$ cat src/rtl/dq_pkg.sv
// Shared types and constants of the double-ended queue.
`default_nettype none
package dq_pkg;

	localparam int DATA_W = 32;
	localparam int CNT_W  = 5;
	localparam int MODE_W = 3;
	localparam int STAT_W = 2;

	// Operation codes carried in the mode field.
	localparam logic [MODE_W-1:0] MODE_PUSH_BACK  = 3'd0;
	localparam logic [MODE_W-1:0] MODE_PUSH_FRONT = 3'd1;
	localparam logic [MODE_W-1:0] MODE_POP_BACK   = 3'd2;
	localparam logic [MODE_W-1:0] MODE_POP_FRONT  = 3'd3;
	localparam logic [MODE_W-1:0] MODE_CLEAR      = 3'd4;

	// Result status codes.
	localparam logic [STAT_W-1:0] STAT_DONE       = 2'd0;
	localparam logic [STAT_W-1:0] STAT_FULL       = 2'd1;
	localparam logic [STAT_W-1:0] STAT_EMPTY      = 2'd2;

	localparam logic [DATA_W-1:0] DATA_ALL_ONES   = '1;
	localparam logic [CNT_W-1:0]  CAPACITY_RESET  = 5'd16;

	// Occupancy and outcome of the last operation, from the pointer unit.
	typedef struct packed {
		logic [STAT_W-1:0] status;
		logic [CNT_W-1:0]  count;
		logic              full;
		logic              empty;
	} dq_info_t;

endpackage
`default_nettype wire

$ cat src/rtl/dq_ram.sv
// Generic synchronous RAM: one write port, two registered read ports.
`default_nettype none
module dq_ram #(
	parameter int WIDTH = 32,
	parameter int DEPTH = 16,
	parameter int AW    = $clog2(DEPTH)
) (
	input  wire logic             clk,
	input  wire logic             wr_en,
	input  wire logic [AW-1:0]    wr_addr,
	input  wire logic [WIDTH-1:0] wr_data,
	input  wire logic [AW-1:0]    rd_addr_a,
	output logic      [WIDTH-1:0] rd_data_a,
	input  wire logic [AW-1:0]    rd_addr_b,
	output logic      [WIDTH-1:0] rd_data_b
);

	logic [WIDTH-1:0] mem [DEPTH];

	always_ff @(posedge clk) begin
		if (wr_en) begin
			mem[wr_addr] <= wr_data;
		end
		rd_data_a <= mem[rd_addr_a];
		rd_data_b <= mem[rd_addr_b];
	end

endmodule
`default_nettype wire

$ cat src/rtl/dq_ptr.sv
// Head pointer and element count of the ring, with per-operation decode.
`default_nettype none
module dq_ptr #(
	parameter int DEPTH = 16,
	parameter int AW    = $clog2(DEPTH)
) (
	input  wire logic                     clk,
	input  wire logic                     arst_n,
	input  wire logic                     op_en,
	input  wire logic [dq_pkg::MODE_W-1:0] mode,
	input  wire logic [dq_pkg::CNT_W-1:0]  capacity,
	output logic                          wr_en,
	output logic      [AW-1:0]            wr_addr,
	output logic      [AW-1:0]            front_addr,
	output logic      [AW-1:0]            back_addr,
	output dq_pkg::dq_info_t              info
);
	import dq_pkg::*;

	localparam int SW = ((AW > CNT_W) ? AW : CNT_W) + 1;
	localparam int DepthCap = (DEPTH > 31) ? 31 : DEPTH;
	localparam logic [CNT_W-1:0] DepthCapL = CNT_W'(DepthCap);
	localparam logic [AW-1:0] LastIdx = AW'(DEPTH - 1);

	logic [AW-1:0]     head_q, head_d, head_inc, head_dec;
	logic [CNT_W-1:0]  count_q, count_d, eff_cap, back_off;
	logic [STAT_W-1:0] status_q, status_d;
	logic              full_now, empty_now, wr_ok;

	// Offsets never exceed DEPTH, so one conditional subtract wraps the sum.
	function automatic logic [AW-1:0] ring_add(input logic [AW-1:0] base,
		input logic [CNT_W-1:0] off);
		logic [SW-1:0] s;
		s = SW'(base) + SW'(off);
		if (s >= SW'(DEPTH)) begin
			s = s - SW'(DEPTH);
		end
		return s[AW-1:0];
	endfunction

	assign eff_cap   = (capacity > DepthCapL) ? DepthCapL : capacity;
	assign full_now  = (count_q >= eff_cap);
	assign empty_now = (count_q == '0);
	assign head_inc  = (head_q == LastIdx) ? '0 : head_q + 1'b1;
	assign head_dec  = (head_q == '0) ? LastIdx : head_q - 1'b1;
	assign back_off  = empty_now ? '0 : count_q - 1'b1;

	always_comb begin
		head_d   = head_q;
		count_d  = count_q;
		status_d = STAT_DONE;
		wr_ok    = 1'b0;
		wr_addr  = ring_add(head_q, count_q);
		unique case (mode)
			MODE_PUSH_BACK: begin
				if (full_now) begin
					status_d = STAT_FULL;
				end else begin
					wr_ok   = 1'b1;
					count_d = count_q + 1'b1;
				end
			end
			MODE_PUSH_FRONT: begin
				wr_addr = head_dec;
				if (full_now) begin
					status_d = STAT_FULL;
				end else begin
					wr_ok   = 1'b1;
					head_d  = head_dec;
					count_d = count_q + 1'b1;
				end
			end
			MODE_POP_BACK: begin
				if (empty_now) begin
					status_d = STAT_EMPTY;
				end else begin
					count_d = count_q - 1'b1;
				end
			end
			MODE_POP_FRONT: begin
				if (empty_now) begin
					status_d = STAT_EMPTY;
				end else begin
					head_d  = head_inc;
					count_d = count_q - 1'b1;
				end
			end
			MODE_CLEAR: begin
				head_d  = '0;
				count_d = '0;
			end
			default: begin
			end
		endcase
	end

	assign wr_en = op_en && wr_ok;

	always_ff @(posedge clk or negedge arst_n) begin
		if (!arst_n) begin
			head_q   <= '0;
			count_q  <= '0;
			status_q <= STAT_DONE;
		end else if (op_en) begin
			head_q   <= head_d;
			count_q  <= count_d;
			status_q <= status_d;
		end
	end

	assign front_addr   = head_q;
	assign back_addr    = ring_add(head_q, back_off);
	assign info.status  = status_q;
	assign info.count   = count_q;
	assign info.full    = full_now;
	assign info.empty   = empty_now;

endmodule
`default_nettype wire

$ cat src/rtl/double_ended_queue.sv
// Bounded double-ended queue of signed 32-bit words held in a ring RAM.
//
// Input channel: in_valid, in_stall, mode, value. A transfer happens at a rising
// edge where in_valid is high and in_stall is low. Output channel: out_valid,
// out_stall and the result fields; one result follows every input transfer.
// The capacity register is written through cfg_wr_en and cfg_wr_data; the
// user must write it only while the queue is idle, which the block does not
// enforce. Values above DEPTH behave as DEPTH, zero refuses pushes.
//
// An operation passes ST_IDLE, ST_READ and ST_RESP: the transfer edge decodes
// it, writes a pushed word into the RAM and moves the head pointer and count;
// ST_READ reads the front and back words at the new positions; the RAM's
// registered read data are loaded into the output register at the end of
// ST_RESP, once that register is free; no new item is taken before ST_IDLE.
//
// The output register frees the input side: a new item is taken while an
// earlier result still waits. If the receiver stalls, the next result waits in
// the response stage and in_stall stays high until the output register empties.
// Reset empties the queue, sets capacity to 16 and drops out_valid; entries
// are not cleared, since a word is only read after it has been written.
`default_nettype none
module double_ended_queue #(
	parameter int DEPTH = 16
) (
	input  wire logic                      clk,
	input  wire logic                      arst_n,
	input  wire logic                      in_valid,
	output logic                           in_stall,
	input  wire logic [dq_pkg::MODE_W-1:0]  mode,
	input  wire logic signed [dq_pkg::DATA_W-1:0] value,
	output logic                           out_valid,
	input  wire logic                      out_stall,
	output logic      [dq_pkg::STAT_W-1:0]  status,
	output logic signed [dq_pkg::DATA_W-1:0] front_value,
	output logic signed [dq_pkg::DATA_W-1:0] back_value,
	output logic      [dq_pkg::CNT_W-1:0]   count,
	output logic                           full_res,
	output logic                           empty_res,
	input  wire logic                      cfg_wr_en,
	input  wire logic [dq_pkg::CNT_W-1:0]   cfg_wr_data
);
	import dq_pkg::*;

	localparam int AW = $clog2(DEPTH);
	localparam int DepthCap = (DEPTH > 31) ? 31 : DEPTH;

	// Sequencer states.
	localparam logic [1:0] ST_IDLE = 2'd0;
	localparam logic [1:0] ST_READ = 2'd1;
	localparam logic [1:0] ST_RESP = 2'd2;

	logic [1:0]        state_q, state_d;
	logic [CNT_W-1:0]  capacity_q;
	logic              accept, load_out, out_valid_q;
	logic              wr_en;
	logic [AW-1:0]     wr_addr, front_addr, back_addr;
	logic [DATA_W-1:0] front_rd, back_rd;
	dq_info_t          info;

	logic [STAT_W-1:0]        status_q;
	logic signed [DATA_W-1:0] front_q, back_q;
	logic [CNT_W-1:0]         count_q;
	logic                     full_q, empty_q;

	// Configuration: a write lands at once, with no handshake.
	always_ff @(posedge clk or negedge arst_n) begin
		if (!arst_n) begin
			capacity_q <= CAPACITY_RESET;
		end else if (cfg_wr_en) begin
			capacity_q <= cfg_wr_data;
		end
	end

	// Only the idle state takes a new item, which keeps the RAM write ahead
	// of the reads that depend on it.
	assign in_stall = (state_q != ST_IDLE);
	assign accept   = in_valid && !in_stall;
	// The result moves into the output register when it is empty or draining.
	assign load_out = (state_q == ST_RESP) && (!out_valid_q || !out_stall);

	always_comb begin
		state_d = state_q;
		unique case (state_q)
			ST_IDLE: begin
				if (accept) begin
					state_d = ST_READ;
				end
			end
			ST_READ: begin
				state_d = ST_RESP;
			end
			ST_RESP: begin
				if (load_out) begin
					state_d = ST_IDLE;
				end
			end
			default: begin
				state_d = ST_IDLE;
			end
		endcase
	end

	always_ff @(posedge clk or negedge arst_n) begin
		if (!arst_n) begin
			state_q     <= ST_IDLE;
			out_valid_q <= 1'b0;
		end else begin
			state_q <= state_d;
			if (load_out) begin
				out_valid_q <= 1'b1;
			end else if (out_valid_q && !out_stall) begin
				out_valid_q <= 1'b0;
			end
		end
	end

	dq_ptr #(
		.DEPTH(DEPTH)
	) u_ptr (
		.clk        (clk),
		.arst_n     (arst_n),
		.op_en      (accept),
		.mode       (mode),
		.capacity   (capacity_q),
		.wr_en      (wr_en),
		.wr_addr    (wr_addr),
		.front_addr (front_addr),
		.back_addr  (back_addr),
		.info       (info)
	);

	// The read ports follow the pointers every cycle; no write occurs between
	// the read stage and the response stage, so the read data stay put while
	// the output register is stalled.
	dq_ram #(
		.WIDTH(DATA_W),
		.DEPTH(DEPTH)
	) u_ram (
		.clk       (clk),
		.wr_en     (wr_en),
		.wr_addr   (wr_addr),
		.wr_data   ($unsigned(value)),
		.rd_addr_a (front_addr),
		.rd_data_a (front_rd),
		.rd_addr_b (back_addr),
		.rd_data_b (back_rd)
	);

	// Output register. An empty queue reports all ones at both ends.
	always_ff @(posedge clk) begin
		if (load_out) begin
			status_q <= info.status;
			front_q  <= $signed(info.empty ? DATA_ALL_ONES : front_rd);
			back_q   <= $signed(info.empty ? DATA_ALL_ONES : back_rd);
			count_q  <= info.count;
			full_q   <= info.full;
			empty_q  <= info.empty;
		end
	end

	assign out_valid   = out_valid_q;
	assign status      = status_q;
	assign front_value = front_q;
	assign back_value  = back_q;
	assign count       = count_q;
	assign full_res    = full_q;
	assign empty_res   = empty_q;

	// The RAM is written only on the edge where an item is taken.
	a_write_on_accept: assert property (@(posedge clk) disable iff (!arst_n)
		wr_en |-> accept)
		else $error("entry write outside an input transfer");

	// A new result appears only after the response stage.
	a_result_from_resp: assert property (@(posedge clk) disable iff (!arst_n)
		$rose(out_valid) |-> $past(state_q) == ST_RESP)
		else $error("result raised outside the response stage");

	// The count never passes the usable depth.
	a_count_bound: assert property (@(posedge clk) disable iff (!arst_n)
		info.count <= CNT_W'(DepthCap))
		else $error("element count beyond depth");

	// An empty result carries all ones at both ends.
	a_empty_ones: assert property (@(posedge clk) disable iff (!arst_n)
		(out_valid && empty_res) |->
			($unsigned(front_value) == DATA_ALL_ONES &&
			 $unsigned(back_value) == DATA_ALL_ONES && count == '0))
		else $error("empty result with stale words");

endmodule
`default_nettype wire
$ cat config.mk
export PLATFORM = sky130hd
export DESIGN_NAME = double_ended_queue
export DESIGN_NICKNAME = d
export VERILOG_FILES = /design/src/rtl/dq_pkg.sv /design/src/rtl/dq_ram.sv /design/src/rtl/dq_ptr.sv /design/src/rtl/double_ended_queue.sv
export SDC_FILE = /design/constraint.sdc
export NUM_CORES = 1
export LEC_CHECK = 0
export BUFFER_PORTS_ARGS = -buffer_cell sky130_fd_sc_hd__buf_4
export CAP_MARGIN = 0
export CORE_MARGIN = 10
export CORE_UTILIZATION = 40
export DETAILED_ROUTE_END_ITERATION = 12
export GPL_TIMING_DRIVEN = 0
export SYNTH_ARGS = -nofsm -noshare
export SYNTH_HDL_FRONTEND = slang
export SYNTH_SLANG_ARGS = --single-unit
$ cat constraint.sdc
create_clock -name clk -period 6.7 [get_ports clk]
set_input_delay 1.34 -clock clk [delete_from_list [all_inputs] [get_ports clk]]
set_output_delay 1.34 -clock clk [all_outputs]
set_load 0.01 [all_outputs]
==> out/results.ini <==
[hold_path]
min_from = u_ptr.status_q[1]$_DFFE_PN0P_
min_path_cells = 0
hold_class = reg -> reg

[clock_tree]
cts_tree = yes
hold_buffers = 0
max-clock-path-buffers = 3
cts_buffers = 73
postCtsResizedCells = 0
postCtsSetupBuffers = 0
clk_latency_ps = 640
clk_pin_slew_worst_paths_ps = 60
htree_num_levels = 3
numClockSinks = 668
cts-root-buf = clkbuf_16

[global_routing]
grt_overflow = 0
grt_pass1_vias = 17540
grt_use_total = 0.1961
grt_first_pass_wirelength_microns = 122200
antenna_found_initial = 5
grt_max_degree = 27

[worst_setup_path]
required_ps = 7180
worstPathArrival_ps = 5750
endpoint_kind = flip-flop
crit_path_max_fanout = 10
r2r_cells = 12
cp-startpoint = u_ptr.count_q[0]$_DFFE_PN0P_
worstSetupStartpointType = flip-flop
crit_type = reg -> reg
r2r_start = u_ptr.count_q[0]$_DFFE_PN0P_

[floorplan]
die_w_microns = 290.4
die_area_sq_um = 84330
fp.coreArea_sq_um = 72710
die_y_microns = 290.4
fp-row-count = 99
io_pins = 120
start_util = 0.4022

[sta]
rsz0062_at_grt = false
setup_violations = 0
skew_ps = 26.00
whs_ps = 448.8
slew_viol_final = 0
tightest_slew_ps = 1287
period_needed_ps = 5266
fmax_mhz = 189.9
period_share = 0.7860
hold_viol_final = 0
slew-limit-headroom = 0.1385
fin_ws_ps = 1434

[cells_and_area]
drive_gt1_frac = 0.2917
areaGrowthSynthToFinish_pct = 16.86
finish.utilization = 0.4700
final_area_sq_um = 34180
fin_nets = 1875

[drt]
top_layer_used = met5
drc = 0
wl_met1_microns = 34290
ant_nets = 0
dr.first_iter.drc_count = 1859
wl_met2_microns = 40990
detailroute.via_count = 16800
viasPerCell = 5.931
drt-total-wl_microns = 84020
dr_wl_met3_microns = 6379
firstDrtPassIters = 5
wl_per_cell_microns = 29.67

[synth]
synth_seq_cells = 668
yosys_most_used_dff = edfxtp_1
synth_enable_flop_cells = 585
synth_top_cell_by_area = edfxtp_1
synth_xor_area_frac = 0.003808
synthAdderAreaFrac = 0.008214
yosys.area_share.simple = 0.03966
synth.area.top_cells = edfxtp_1 60%, mux4_2 17%, mux2i_1 5.8%
synth_compound_area_frac = 0.03628
mappedNetlistArea_sq_um = 29250
synth_top_family_by_area = multiplexers
synth_cells = 1601
syn_nets = 1664
muxShareOfSynthArea = 0.2330
avgSynthCellArea_sq_um = 18.27
ys.warnings.count = 0
yosysUniqueCellTypes = 59
synth-seq-area-share = 0.6608
ys_async_sr_fraction = 0.02844
synth_top_area_frac = 0.6007

[run]
maxCapViolCount = 0

[placement]
post-place-ws_ps = 1512
hpwl_microns = 55220
port_buffers = 117
gp_routability_congestion = 0.8113
dpl_cell_area_sq_um = 31860

[status]
outcome = finished clean

area by class of cell:
| cell class | count | area, sq um |
|---|---|---|
| Fill cell | 6115 | 38540 |
| Sequential cell | 668 | 19320 |
| Multi-Input combinational cell | 817 | 9518 |
| Clock buffer | 98 | 2013 |
| Timing Repair Buffer | 136 | 1281 |
| Tap cell | 959 | 1200 |
| Buffer | 102 | 481.7 |
| Clock inverter | 37 | 301.5 |
| Inverter | 14 | 52.55 |
| Antenna cell | 1 | 2.502 |
metal layers:
metal,vias to the layer above,global-route usage
met4,2,0.06750
li1,6988,-
met5,-,0
met3,127,0.04029
met1,8938,0.2571
met2,741,0.3208
sequential cells by signal, indices dropped and copies added, names as in the netlist:
| register | cells |
|---|---|
| u_ram.rd_data_a | 32 |
| back_value | 32 |
| empty_res | 1 |
| state_q | 2 |
| out_valid | 1 |
| full_res | 1 |
| capacity_q | 5 |
| u_ram.rd_data_b | 32 |
| front_value | 32 |
| u_ptr.status_q | 2 |
| u_ptr.count_q | 5 |
| u_ptr.front_addr | 4 |
| status | 2 |
| u_ram.mem | 512 |
| count | 5 |
cells in the final DEF, fill, tap and decap left out, types with 38 or more instances in the layout:
| cell type | count |
|---|---|
| edfxtp_1 | 585 |
| mux2i_1 | 170 |
| dfxtp_1 | 64 |
| clkbuf_16 | 75 |
| buf_4 | 121 |
| clkbuf_1 | 70 |
| nand2_1 | 79 |
| mux4_2 | 223 |
| a21oi_1 | 38 |
| nand2b_1 | 71 |
metrics by stage:
step / TNS, ps / cells
after floorplan: 0 / 1601
after CTS: 0 / 2831
final: 0 / 2832
after detailed placement: 0 / 2696
after global routing: 0 / 2831
after global placement: -153140 / 2677
critical path, cell delays in order, from the launching register on:
cell and delay (ps):
dfrtp_1 520, inv_1 170, ha_1 250, or4b_1 160, buf_2 180, clkbuf_1 680, nand2b_1 190, fa_1 590
clkbuf_1 650, clkbuf_1 860, mux4_2 430, mux2i_1 240, mux2i_1 170
final timing paths:
check                                         endpoint  slack (ps)
max                        u_ram.rd_data_b[18]$_DFF_P_        1430
min                                status[1]$_DFFE_PP_         450
max reg2reg                u_ram.rd_data_b[18]$_DFF_P_        1430
min reg2reg                        status[1]$_DFFE_PP_         450
max in group asynchronous    capacity_q[4]$_DFFE_PN1P_        5840
min in group asynchronous    capacity_q[1]$_DFFE_PN0P_         590
kinds of logic (layout without fill, tap and decap cells):
group | Yosys count | count (layout)
xor gates and xnor gates | 11 | 11
adders and majority gates | 18 | 18
other | 0 | 1
muxes | 400 | 400
buffers and inverters | 116 | 387
and+or+nand+nor | 230 | 230
AOI/OAI and AO/OA | 158 | 158
DFF | 668 | 668
Yosys cell counts, types with 25 or more instances:
cell type and n:
nand2b_1 71, a22oi_1 27, a21oi_1 39, o211ai_1 28, mux4_2 223, buf_2 36, nand3_1 34, o21ai_0 25
mux2i_1 170, nor2_1 31, clkbuf_1 52, edfxtp_1 585, dfxtp_1 64, nand2_1 79
Power is left out: the tool's default activity adds up to more than one toggle a clock period on the data nets, which glitch-free logic cannot reach.
